**config.mk**
```make
export PLATFORM = sky130hd
export DESIGN_NAME = pretrigger_gated_capture_core
export DESIGN_NICKNAME = d
export VERILOG_FILES = /design/src/hdl/pgc_pkg.sv /design/src/hdl/pretrigger_gated_capture_core.sv /design/src/hdl/pgc_cell.sv
export SDC_FILE = /design/constraint.sdc
export NUM_CORES = 1
export LEC_CHECK = 0
export ABC_AREA = 0
export ABC_CLOCK_PERIOD_IN_PS = 35500
export BUFFER_PORTS_ARGS = -buffer_cell sky130_fd_sc_hd__buf_2
export CAP_MARGIN = 10
export CORE_ASPECT_RATIO = 0.75
export CORE_MARGIN = 1.5
export CORE_UTILIZATION = 28
export CTS_BUF_LIST = sky130_fd_sc_hd__clkbuf_8
export CTS_CLUSTER_SIZE = 12
export DETAILED_ROUTE_END_ITERATION = 6
export HOLD_SLACK_MARGIN = 0.12
export MAX_ROUTING_LAYER = met4
export PLACE_DENSITY_LB_ADDON = 0.25
export SYNTH_ARGS = -nofsm -noshare
export SYNTH_HDL_FRONTEND = slang
export SYNTH_SLANG_ARGS = --single-unit
```
**constraint.sdc**
```tcl
create_clock -name clk -period 35.5 [get_ports clk]
set_input_delay 1.775 -clock clk [delete_from_list [all_inputs] [get_ports clk]]
set_output_delay 1.775 -clock clk [all_outputs]
set_load 0.005 [all_outputs]
```
**src/hdl/pgc_pkg.sv**
```systemverilog
// Shared definitions for the pretrigger gated capture block.
// Holds the result record codes; no dependencies.
package pgc_pkg;

  typedef logic rec_kind_t;

  localparam rec_kind_t KIND_DATA = 1'b0;
  localparam rec_kind_t KIND_END  = 1'b1;

  localparam int unsigned OUT_SAMPLE_W = 16;
  localparam int unsigned FRAME_W      = 32;
  localparam int unsigned COUNT_W      = 6;

endpackage

```
**src/hdl/pretrigger_gated_capture_core.sv**
```systemverilog
// Pretrigger gated capture: top level with control sequencer and output register.
// Depends on pgc_pkg and a row of pgc_cell instances.
// Sequence: an item is taken in the idle state and decided in the next cycle; a closed
// gate or a running entry then returns to idle, while an opening gate drains the store
// as the cell chain always shifts through its full length to bring the oldest kept sample
// to the head. No new item is taken until the last one is done; output stalls hold it up.
// Reset (rst_n, synchronous, active low) closes the gate, empties the store and clears the threshold.
module pretrigger_gated_capture_core
  import pgc_pkg::*;
#(
  parameter int unsigned PRETRIGGER_DEPTH = 32,
  parameter int unsigned SAMPLE_WIDTH     = 16
) (
  input  logic                      clk,
  input  logic                      rst_n,

  input  logic                      cfg_wr_en,
  input  logic signed [15:0]        cfg_wr_data,

  input  logic                      in_valid,
  output logic                      in_ready,
  input  logic signed [15:0]        in_data_sample,
  input  logic signed [15:0]        in_trigger_sample,
  input  logic [FRAME_W-1:0]        in_frame_time,

  output logic                      out_valid,
  input  logic                      out_ready,
  output logic                      out_record_kind,
  output logic signed [OUT_SAMPLE_W-1:0] out_sample_out,
  output logic                      out_entry_start,
  output logic [FRAME_W-1:0]        out_event_frame,
  output logic [COUNT_W-1:0]        out_pretrigger_count,
  output logic                      out_run_last
);

  localparam int unsigned CW = $clog2(PRETRIGGER_DEPTH + 1);

  localparam logic [1:0] ST_IDLE  = 2'd0;
  localparam logic [1:0] ST_WORK  = 2'd1;
  localparam logic [1:0] ST_DRAIN = 2'd2;

  logic [1:0]              state_r, state_nxt;
  logic signed [15:0]      thr_r;
  logic                    gate_open_r, gate_open_nxt;
  logic [CW-1:0]           fill_r, fill_nxt;
  logic [CW-1:0]           cnt_r, cnt_nxt;
  logic [SAMPLE_WIDTH-1:0] smp_r, smp_nxt;
  logic                    gate_r, gate_nxt;
  logic [FRAME_W-1:0]      frame_r, frame_nxt;

  logic                    out_valid_r, out_valid_nxt;
  logic                    kind_r, kind_nxt;
  logic [OUT_SAMPLE_W-1:0] osmp_r, osmp_nxt;
  logic                    start_r, start_nxt;
  logic [FRAME_W-1:0]      oframe_r, oframe_nxt;
  logic [COUNT_W-1:0]      ocnt_r, ocnt_nxt;
  logic                    last_r, last_nxt;

  logic                    shift_en;
  logic [SAMPLE_WIDTH-1:0] head_q;
  logic [SAMPLE_WIDTH-1:0] cell_q [PRETRIGGER_DEPTH];
  logic                    out_free;
  logic [CW:0]             pos_sum;
  logic                    skip;
  logic                    first;
  logic                    cnt_done;

  // Samples enter at the top cell and move toward cell 0, so cell 0 holds
  // the oldest sample of a full chain.
  for (genvar i = 0; i < PRETRIGGER_DEPTH; i++) begin : g_cell
    logic [SAMPLE_WIDTH-1:0] d;
    if (i == PRETRIGGER_DEPTH - 1) begin : g_top
      assign d = smp_r;
    end else begin : g_mid
      assign d = cell_q[i+1];
    end
    pgc_cell #(.W(SAMPLE_WIDTH)) u_cell (
      .clk      (clk),
      .shift_en (shift_en),
      .d_in     (d),
      .q        (cell_q[i])
    );
  end

  assign head_q   = cell_q[0];
  assign out_free = !out_valid_r || out_ready;
  assign pos_sum  = {1'b0, cnt_r} + {1'b0, fill_r};
  // Positions below the oldest kept sample hold stale data and are shifted past.
  assign skip     = pos_sum < (CW+1)'(PRETRIGGER_DEPTH);
  assign first    = pos_sum == (CW+1)'(PRETRIGGER_DEPTH);
  assign cnt_done = cnt_r == CW'(PRETRIGGER_DEPTH);
  assign in_ready = (state_r == ST_IDLE);

  always_comb begin
    state_nxt     = state_r;
    gate_open_nxt = gate_open_r;
    fill_nxt      = fill_r;
    cnt_nxt       = cnt_r;
    smp_nxt       = smp_r;
    gate_nxt      = gate_r;
    frame_nxt     = frame_r;
    out_valid_nxt = out_valid_r && !out_ready;
    kind_nxt      = kind_r;
    osmp_nxt      = osmp_r;
    start_nxt     = start_r;
    oframe_nxt    = oframe_r;
    ocnt_nxt      = ocnt_r;
    last_nxt      = last_r;
    shift_en      = 1'b0;

    case (state_r)
      ST_IDLE: begin
        if (in_valid) begin
          smp_nxt   = SAMPLE_WIDTH'($unsigned(in_data_sample));
          gate_nxt  = in_trigger_sample > thr_r;
          frame_nxt = in_frame_time;
          state_nxt = ST_WORK;
        end
      end
      ST_WORK: begin
        if (gate_r && !gate_open_r) begin
          cnt_nxt   = '0;
          state_nxt = ST_DRAIN;
        end else if (!gate_r && !gate_open_r) begin
          shift_en  = 1'b1;
          fill_nxt  = (fill_r == CW'(PRETRIGGER_DEPTH)) ? fill_r : fill_r + 1'b1;
          state_nxt = ST_IDLE;
        end else if (out_free) begin
          out_valid_nxt = 1'b1;
          start_nxt     = 1'b0;
          ocnt_nxt      = '0;
          last_nxt      = 1'b1;
          if (gate_r) begin
            kind_nxt   = KIND_DATA;
            osmp_nxt   = OUT_SAMPLE_W'(smp_r);
            oframe_nxt = '0;
          end else begin
            kind_nxt      = KIND_END;
            osmp_nxt      = '0;
            oframe_nxt    = frame_r;
            shift_en      = 1'b1;
            fill_nxt      = (fill_r == CW'(PRETRIGGER_DEPTH)) ? fill_r : fill_r + 1'b1;
            gate_open_nxt = 1'b0;
          end
          state_nxt = ST_IDLE;
        end
      end
      ST_DRAIN: begin
        if (cnt_done) begin
          if (out_free) begin
            out_valid_nxt = 1'b1;
            kind_nxt      = KIND_DATA;
            osmp_nxt      = OUT_SAMPLE_W'(smp_r);
            start_nxt     = (fill_r == '0);
            oframe_nxt    = (fill_r == '0) ? frame_r : '0;
            ocnt_nxt      = '0;
            last_nxt      = 1'b1;
            fill_nxt      = '0;
            gate_open_nxt = 1'b1;
            state_nxt     = ST_IDLE;
          end
        end else if (skip) begin
          shift_en = 1'b1;
          cnt_nxt  = cnt_r + 1'b1;
        end else if (out_free) begin
          out_valid_nxt = 1'b1;
          kind_nxt      = KIND_DATA;
          osmp_nxt      = OUT_SAMPLE_W'(head_q);
          start_nxt     = first;
          oframe_nxt    = first ? frame_r : '0;
          ocnt_nxt      = first ? COUNT_W'(fill_r) : '0;
          last_nxt      = 1'b0;
          shift_en      = 1'b1;
          cnt_nxt       = cnt_r + 1'b1;
        end
      end
      default: begin
        state_nxt = ST_IDLE;
      end
    endcase
  end

  always_ff @(posedge clk) begin
    if (!rst_n) begin
      state_r     <= ST_IDLE;
      thr_r       <= '0;
      gate_open_r <= 1'b0;
      fill_r      <= '0;
      cnt_r       <= '0;
      out_valid_r <= 1'b0;
    end else begin
      state_r     <= state_nxt;
      if (cfg_wr_en) begin
        thr_r <= cfg_wr_data;
      end
      gate_open_r <= gate_open_nxt;
      fill_r      <= fill_nxt;
      cnt_r       <= cnt_nxt;
      out_valid_r <= out_valid_nxt;
    end
  end

  always_ff @(posedge clk) begin
    smp_r    <= smp_nxt;
    gate_r   <= gate_nxt;
    frame_r  <= frame_nxt;
    kind_r   <= kind_nxt;
    osmp_r   <= osmp_nxt;
    start_r  <= start_nxt;
    oframe_r <= oframe_nxt;
    ocnt_r   <= ocnt_nxt;
    last_r   <= last_nxt;
  end

  assign out_valid            = out_valid_r;
  assign out_record_kind      = kind_r;
  assign out_sample_out       = osmp_r;
  assign out_entry_start      = start_r;
  assign out_event_frame      = oframe_r;
  assign out_pretrigger_count = ocnt_r;
  assign out_run_last         = last_r;

endmodule

```
**src/hdl/pgc_cell.sv**
```systemverilog
// One cell of the pretrigger sample chain: a sample register that loads its input
// (the neighbor's value, or the new sample at the top) on every shift. No dependencies.
module pgc_cell #(
  parameter int unsigned W = 16
) (
  input  logic         clk,
  input  logic         shift_en,
  input  logic [W-1:0] d_in,
  output logic [W-1:0] q
);

  logic [W-1:0] q_r;

  always_ff @(posedge clk) begin
    if (shift_en) begin
      q_r <= d_in;
    end
  end

  assign q = q_r;

endmodule
```
; Word-level counts from Yosys, hierarchy flattened
; Cells that the tools add are included.
[classes]
add_sub_neg = 3
order_cmp = 2
n_eq_ne = 20
mux = 89
n_reduce_logical = 19
[ops]
columns = op, count
row1 = $mux 32, 10
row2 = $mux 16, 8
row3 = $mux 6, 18
row4 = $pmux 32 s2, 1
row5 = $mux 1, 36
row6 = $pmux 6 s2, 3
row7 = $pmux 16 s2, 1
row8 = $ne 2x2->1 const B, 9
row9 = $ne 3x3->1 const B, 6
row10 = $gt 16x16->1, 1
row11 = $reduce_and 7->1, 2
row12 = $add 6x1->6 const B, 2
row13 = $eq 6x6->1 const B, 2
row14 = $pmux 1 s2, 6
row15 = $mux 2, 5
row16 = $reduce_and 5->1, 2
row17 = $add 6x6->7, 1
row18 = $eq 7x6->1 const B, 1
row19 = $lt 7x6->1 const B, 1
row20 = $logic_not 6->1, 1
row21 = $pmux 2 s3, 1
row22 = $reduce_and 6->1, 1
row23 = $logic_not 1->1, 4
row24 = $reduce_and 2->1, 2
row25 = 7 further kinds, 9
[totals]
ff_bits = 650
inputBits = 85
output_inout_bits = 59
elab_cells = 180

; Depth between registers and ports, before layout
; Gate-level depths: netlist of run 1.
[logic_depth]
depth_word = 7
ltp_mapped = 10
mapped_depth_nobuf = 9

; Hierarchy
; Synthesis of run 1 repeated with hierarchy kept, for this count alone.
[unflattened]
cells_unflattened = 1008
area_unflattened_um2 = 21471.8
[by_module_without_submodules]
columns = mod, instances, cells_per_inst, area_each_um2, seq_area_each_um2
row1 = pgc_cell, 32, 16, 480.5, 480.5
row2 = pretrigger_gated_capture_core, 1, 496, 6097.1, 3823.7

; Worst setup path after synthesis of run 1
; OpenSTA, ideal clock, no wires.
[synth_timing]
path_kind = in2reg
from = input port out_ready
to = register g_cell[0].u_cell.q_r[0], enable pin
setup_ns = 0.926
arrival_time_ns = 13.439
required_time_ns = 34.574
setup_slack_ns = 21.134
cell_stages = 5
path_buffers = 1
path_cell_list = nor2b_1 and3_4 buf_6 nor2_1 o21a_1
[synth_between]
elab_chain_len = 5
word_cells_on_any_way = 8
classes_between = 7 x mux / 1 x reduce/logical
[synth_lines]
columns = element, line
row1 = "start, declared", pretrigger_gated_capture_core.sv:27  ; input logic out_ready,
row2 = $logic_or 1x1->1 (*), pretrigger_gated_capture_core.sv:86  ; assign out_free = !out_valid_r || out_ready;
row3 = $mux 1 (on tied branches), "pretrigger_gated_capture_core.sv:165, pretrigger_gated_capture_core.sv:128"
row4 = $mux 1 (on tied branches), "pretrigger_gated_capture_core.sv:162, pretrigger_gated_capture_core.sv:124"
row5 = $mux 1 (on tied branches), "pretrigger_gated_capture_core.sv:149, pretrigger_gated_capture_core.sv:121"
row6 = $pmux 1 s2 (*), pretrigger_gated_capture_core.sv:111  ; case (state_r)
row7 = via g_cell[0].u_cell.shift_en, pgc_cell.sv:7  ; input logic shift_en,
row8 = "end signal, assigned", pgc_cell.sv:16  ; q_r <= d_in;
row9 = "end, declared", pgc_cell.sv:12  ; logic [W-1:0] q_r;
; Mark *: on every way through the listed nets, which the timed path passes. The rest lies on a longest branch.
; A chain may end at the register's enable or synchronous reset.

; Final worst setup path of run 1
[layout_timing]
from = register cnt_r[3]
to = register g_cell[10].u_cell.q_r[13], enable pin
[layout_between]
elab_chain_len = 5
word_cells_on_any_way = 6
classes_between = 1 x add/sub / 1 x order compare / 1 x eq/ne / 3 x mux
[layout_lines]
columns = element, line
row1 = "start, declared", pretrigger_gated_capture_core.sv:46  ; logic [CW-1:0] cnt_r, cnt_nxt;
row2 = "start signal, assigned", pretrigger_gated_capture_core.sv:198  ; cnt_r <= cnt_nxt;
row3 = $add 6x6->7, pretrigger_gated_capture_core.sv:87  ; assign pos_sum = {1'b0, cnt_r} + {1'b0, fill_r};
row4 = $lt 7x6->1, pretrigger_gated_capture_core.sv:89  ; assign skip = pos_sum < (CW+1)'(PRETRIGGER_DEPTH);
row5 = $mux 1, pretrigger_gated_capture_core.sv:162  ; end else if (skip) begin
row6 = $mux 1 (*), pretrigger_gated_capture_core.sv:149  ; if (cnt_done) begin
row7 = $pmux 1 s2 (*), pretrigger_gated_capture_core.sv:111
row8 = via g_cell[0].u_cell.shift_en, pgc_cell.sv:7
row9 = "end signal, assigned", pgc_cell.sv:16
row10 = "end, declared", pgc_cell.sv:12
; Marked as above.

==> metrics.yaml, run 1 <==
crit_fanout: 213
ctsHoldBuffers: 0
grt_antenna_before_repair: 0
htreeDepth: 3
hold_start: "g_cell[22].u_cell.q[5]$_DFFE_PP_"
overflow: 0
period_needed_ns: 5.264
peakVddDrop_mv: 0.02971
finalMaxSlewViolations: 0
antenna_left: 0
synth_cell_types: 50
power.switching_mw: 0.3173
power_density_nw_per_um2: 58.57
worst_hold_path.endpoint: "g_cell[21].u_cell.q[5]$_DFFE_PP_"
clkLatencyLatePin_ns: 0.68
maxCapViolCount: 0
max_slew_margin_pct: 17.33
regToRegSetupSlack_ns: 30.24
yosysWarnings: 0
gp_congestion: 0.7471
vias: 9389
whs_path_depth: 0
num_io_pins: 144
final_hold_viol_count: 0
synthesis.area_sq_um: 21460
routedWlPerCell_microns: 15.33
min_path_type: "reg2reg"
floorplan.initialDensity_pct: 28.41
crit_path_end_kind: "flip-flop"
clock_path_buffers: 3
rr_endpoint: "g_cell[10].u_cell.q[13]$_DFFE_PP_"
fillers: 7277
path_class: "reg2reg"
vias_per_cell: 4.030
core_area_sq_um: 75550
wl_microns: 35720
cts_tree: "yes"
synth_cells: 1011
finalClockSkew_ns: 0.03057
grt_setup_unrepaired: "false"
synth_edf_count: 618
max_freq_mhz: 190.0
start_kind: "flip-flop"
drtIter0Drc: 734
synth_seq_cells: 650
p_sw_share_pct: 21.51
place_area_sq_um: 23460
synthFlopType: "edfxtp_1"
power_frac_seq_pct: 59.4
power.leakage_nw: 8.473
grt_pass1_vias: 9242
clk_pin_slew_ns: 0.06
drt_first_pass_iters: 5
grt_max_degree: 214
setup_viol: 0
clock-sinks: 650
drc: 0
clock-root-buffer: "clkbuf_8"
die_h_microns: 242.8
grt_pass1_wl_microns: 54880
layout-drive-gt1-share_pct: 21.29
fin_nets: 1358
cts_resized: 0
p_total_mw: 1.475
combPwrFrac_pct: 3.3
numCtsBuffers: 99
syn-mean-instance-area_sq_um: 21.23
area_growth_pct: 17.34
rr_startpoint: "cnt_r[3]$_SDFFE_PN0P_"
synthArstFlopShare_pct: 0
fp-row-count: 87
hpwlAfterDp_microns: 19590
status: "finished clean"
worst_slew_pin_slew_ns: 1.240
worstRegToRegCells: 9
p_clk_share_pct: 37.2
port_buffers: 143
ys_seq_area_share_pct: 89.46
syn_nets: 1127
cts_setup_buffers: 0
fin_crit_sh_pct: 14.83
grt_usage_pct: 9.416
fin_area_sq_um: 25180
crit_arrival_ns: 5.53
die_area_sq_um: 78330
setup-tns-final_ns: 0
die_w_microns: 322.7
utilization_pct: 33.33
internal_power_mw: 1.158
cp.required_ns: 35.77
-- synth_stat cells, types with 7 or more instances --
library cell / instances / share of area, %
inv_1: 29 / 0.51
mux2i_1: 17 / 0.79
and2_1: 37 / 1.1
a21oi_1: 14 / 0.33
clkbuf_1: 14 / 0.24
nor2_1: 26 / 0.45
nand4_1: 7 / 0.20
dfxtp_1: 32 / 3.0
a22o_1: 7 / 0.29
nand2_1: 55 / 0.96
ha_1: 30 / 1.7
nand3_1: 23 / 0.54
edfxtp_1: 618 / 86
o21ai_0: 7 / 0.16
nor2b_1: 21 / 0.61
-- power groups by stage --
stage	sequential (mW)	clock (mW)	combinational [mW]
2_1_floorplan	0.899	0	0.0258
4_1_cts	0.877	0.578	0.0510
3_5_place_dp	0.892	0	0.0510
6_report	0.876	0.549	0.0493
3_3_place_gp	0.892	0	0.0500
5_1_grt	0.879	0.609	0.0556
-- layout by cell type (no fill, tap or decap), types with 2 or more instances in the layout --
cell and count:
xor2_1 3, o211ai_1 5, nor2b_1 21, nand3_1 23, a211oi_1 2, or3_1 4, mux2i_1 17, nand4b_1 2
o31ai_1 2, clkbuf_8 99, a21o_1 3, clkinv_2 9, nor2_1 25, a22o_1 7, inv_12 2, edfxtp_1 618
a21oi_1 13, o21ai_0 7, nand4_1 7, buf_2 143, nand2_1 55, and2_2 2, and3_1 2, ha_1 30
xnor2_1 3, clkinv_1 22, a2111oi_0 2, or4_1 4, nor4b_1 2, and2_1 36, inv_1 57, dfxtp_1 32
nand2b_1 5, bufinv_16 2, or2_2 2, nor3_1 5, o21a_1 4, buf_4 6
-- worst max-delay path by stage --
stage                     startpoint                                end  slack [ns]
6_report       cnt_r[3]$_SDFFE_PN0P_  g_cell[10].u_cell.q[13]$_DFFE_PP_       30.24
5_1_grt        cnt_r[3]$_SDFFE_PN0P_   g_cell[9].u_cell.q[12]$_DFFE_PP_       29.95
4_1_cts        cnt_r[3]$_SDFFE_PN0P_   g_cell[9].u_cell.q[12]$_DFFE_PP_       30.32
3_5_place_dp               out_ready  g_cell[10].u_cell.q[13]$_DFFE_PP_       30.03
3_3_place_gp               out_ready   g_cell[7].u_cell.q[13]$_DFFE_PP_       30.16
2_1_floorplan              out_ready    g_cell[0].u_cell.q[0]$_DFFE_PP_       21.13
-- critical path, cell delays in order (launching register included) --
cell     delay, ns
dfxtp_1       0.47
ha_1          0.33
and3_1        0.20
a22o_1        0.24
or4_1         0.44
and3_4        0.26
nor2_1        0.15
o21a_4        0.69
buf_12        0.69
buf_4         1.00
-- metal layers --
metal,vias to the layer above,global-route usage (%),wire (microns)
li1,4360,-,-
met1,4692,14.04,18310
met2,257,11.37,13890
met3,80,3.563,2542
met4,0,3.217,978
met5,-,-,0
-- sequential cells by signal, summed over array words and instances, names as in the netlist --
name                  flops
frame_r                  32
out_entry_start           1
out_valid                 1
out_pretrigger_count      6
out_sample_out           16
cnt_r                     6
g_cell.d                 16
gate_r                    1
out_record_kind           1
out_run_last              1
out_event_frame          32
gate_open_r               1
fill_r                    6
state_r                   2
thr_r                    16
g_cell.u_cell.q         512
-- cells by family after synthesis --
family	Yosys count	share of synthesized area [%]
AOI/OAI and AO/OA	57	1.825
xor gates and xnor gates	6	0.2449
adders and majority gates	31	1.842
buffers and inverters	49	0.9095
DFF	650	89.46
muxes	18	0.8454
and+or+nand+nor	200	4.869
-- per-stage QoR --
stage | hold slack, ns | instances | worst slack, ns
6_report | 0.3912 | 2330 | 30.24
5_1_grt | 0.3927 | 2329 | 29.95
4_1_cts | 0.3947 | 2329 | 30.32
3_5_place_dp | 0.4045 | 2164 | 30.03
3_3_place_gp | 0.4003 | 2164 | 30.16
2_1_floorplan | 0.4003 | 1011 | 21.13
-- final cells by class --
cell class / count / area (sq um) / area share (%)
flip-flops and latches: 650 / 19200 / 76.24
multi-input cells: 312 / 2095 / 8.318
clock buffers: 99 / 1363 / 5.411
well taps: 1023 / 1280 / 5.083
repair buffers: 150 / 780.7 / 3.101
clock inverters: 66 / 352.8 / 1.401
inverters: 29 / 108.9 / 0.4323
diodes: 1 / 2.502 / 0.009938
No activity file was read; power rests on OpenSTA's default activity.
==> run 2, diff against run 1 <==
- ABC_CLOCK_PERIOD_IN_PS: 35500 -> 4880
- clock period: 35.5 -> 4.88 ns (I/O delays scaled with it)
==> metrics.yaml, run 2 (synthesis results as in run 1) <==
status: "finished clean"
fin_area_sq_um: 26600
rr_startpoint: "fill_r[0]$_SDFFE_PN0P_"
fin_crit_sh_pct: 68.75
peakVddDrop_mv: 0.2427
finalClockSkew_ns: 0.03348
start_kind: "flip-flop"
grt_pass1_vias: 10020
path_class: "reg2reg"
p_sw_share_pct: 21.92
overflow: 0
fp-row-count: 87
place_area_sq_um: 23660
hold-worst-slack_ns: 0.2378
routedWlPerCell_microns: 15.45
max_stage_delay_ns: 0.77
internal_power_mw: 8.676
final_hold_viol_count: 0
port_buffers: 143
grt_antenna_before_repair: 6
hold_start: "in_trigger_sample[14]"
drt_first_pass_iters: 5
finalMaxSlewViolations: 0
largest_reg_flops: 512
num_io_pins: 144
power_frac_seq_pct: 57.4
combPwrFrac_pct: 3.9
fillers: 7171
crit_buf_inv: 2
whs_path_depth: 6
drtIter0Drc: 709
grt_usage_pct: 10.25
dp.cells: 2171
clock_path_buffers: 3
power.leakage_nw: 9.049
clock-root-buffer: "clkbuf_8"
grt_setup_unrepaired: "false"
final_cells: 2464
fin_nets: 1468
vias: 9843
worst_slew_pin_slew_ns: 0.8913
die_h_microns: 242.8
clkLatencyLatePin_ns: 0.69
power.switching_mw: 2.435
final_common_cell: "edfxtp_1"
max_freq_mhz: 298.1
grt_pass1_wl_microns: 59060
worstRegToRegCells: 10
regToRegSetupSlack_ns: 1.53
cts_tree: "yes"
setup_viol: 0
power_density_nw_per_um2: 417.7
grt_max_degree: 92
clk_pin_slew_ns: 0.06
critical_path.top_delay_family: "compound AO/OA/AOI/OAI gates"
final_cell_mix: "edfxtp_1, buf_2, clkbuf_8"
antenna_left: 0
gp_congestion: 0.7685
die_w_microns: 322.7
critPathSlowestCell: "a21oi_4"
worst_hold_path.endpoint: "gate_r$_DFFE_PP_"
crit_arrival_ns: 3.72
numCtsBuffers: 101
hpwlAfterDp_microns: 21480
layout-drive-gt1-share_pct: 21.83
max_slew_margin_pct: 40.45
min_path_type: "in2reg"
startpoint: "fill_r[0]$_SDFFE_PN0P_"
rr_endpoint: "out_sample_out[5]$_DFFE_PP_"
wl_microns: 38060
crit_path_end_kind: "flip-flop"
clock-sinks: 650
core_area_sq_um: 75550
maxCapViolCount: 0
floorplan.initialDensity_pct: 28.41
period_needed_ns: 3.355
crit_fanout: 26
p_total_mw: 11.11
cp.required_ns: 5.24
drc: 0
path_cells: "ha_1 -> inv_1 -> fa_1 -> nand2b_1 -> a21oi_1 -> nand4b_1 -> and2_2 -> o21ai_0 -> a21oi_4 -> buf_12"
die_area_sq_um: 78330
p_clk_share_pct: 38.6
htreeDepth: 3
area_growth_pct: 23.95
vias_per_cell: 3.995
-- run 2: cell types whose count changed in the layout (fill, tap and decap cells not counted), moves of 3 or more --
cell,change
ha_1,-3
clkinv_1,+4
diode_2,+6
clkinv_2,+6
clkinvlp_4,+3
dfxtp_2,+5
dlygate4sd3_1,+101
buf_12,+6
dfxtp_1,-7
ha_4,+3
clkbuf_8,+3
-- run 2: power by group through the flow --
stage | logic (mW) | clock network, mW | registers, mW
after detailed placement | 0.380 | 0 | 6.49
after global placement | 0.370 | 0 | 6.50
after floorplan | 0.189 | 0 | 6.48
after CTS | 0.449 | 4.52 | 6.38
after global routing | 0.493 | 4.75 | 6.40
final | 0.439 | 4.29 | 6.38
-- run 2: worst max path at each step --
stage | slack (ns) | cells past startpoint | end
2_1_floorplan | -1.06 | 8 | g_cell[0].u_cell.q[0]$_DFFE_PP_
3_3_place_gp | 1.54 | 10 | out_sample_out[15]$_DFFE_PP_
3_5_place_dp | 1.54 | 10 | out_sample_out[15]$_DFFE_PP_
4_1_cts | 1.49 | 10 | out_sample_out[5]$_DFFE_PP_
5_1_grt | 1.24 | 10 | out_sample_out[5]$_DFFE_PP_
6_report | 1.53 | 10 | out_sample_out[5]$_DFFE_PP_
-- run 2: cell type report --
cell class / count / area [sq um] / share of cell area [%]
sequential: 650 / 19210 / 72.23
multi-input combinational: 312 / 2153 / 8.096
timing repair buffer: 258 / 1919 / 7.216
clock buffer: 102 / 1404 / 5.278
tap: 1023 / 1280 / 4.812
clock inverter: 83 / 503.0 / 1.891
inverter: 29 / 108.9 / 0.4093
antenna: 7 / 17.52 / 0.06586
-- run 2: per-stage QoR --
step / worst slack, ns / TNS, ns / util, %
3_5_place_dp: 1.536 / 0 / 31.32
6_report: 1.525 / 0 / 35.21
4_1_cts: 1.487 / 0 / 35.19
5_1_grt: 1.242 / 0 / 35.20
2_1_floorplan: -1.057 / -541.12 / -
3_3_place_gp: 1.538 / 0 / 31.32
-- run 2: layer usage --
layer / up-vias / GRT usage [%] / wire, microns
met3: 85 / 3.730 / 2852
met4: 0 / 4.018 / 1029
li1: 4604 / - / -
met2: 270 / 12.90 / 15370
met1: 4884 / 14.71 / 18810
met5: - / - / 0
-- run 2: worst min-delay path: cells and delay by family --
| kind | cells | cell delay (ns) |
|---|---|---|
| fa+ha+maj | 1 | 0.13 |
| compound gates | 3 | 0.27 |
| buf+inv | 1 | 0.09 |
| simple gates | 1 | 0.04 |
-- run 2: timing repair --
item                      in CTS  in global routing
gates resized for setup        0                  0
hold buffers                 101                  0
buffers inserted               0                  0
hold endpoints to repair      81                  0
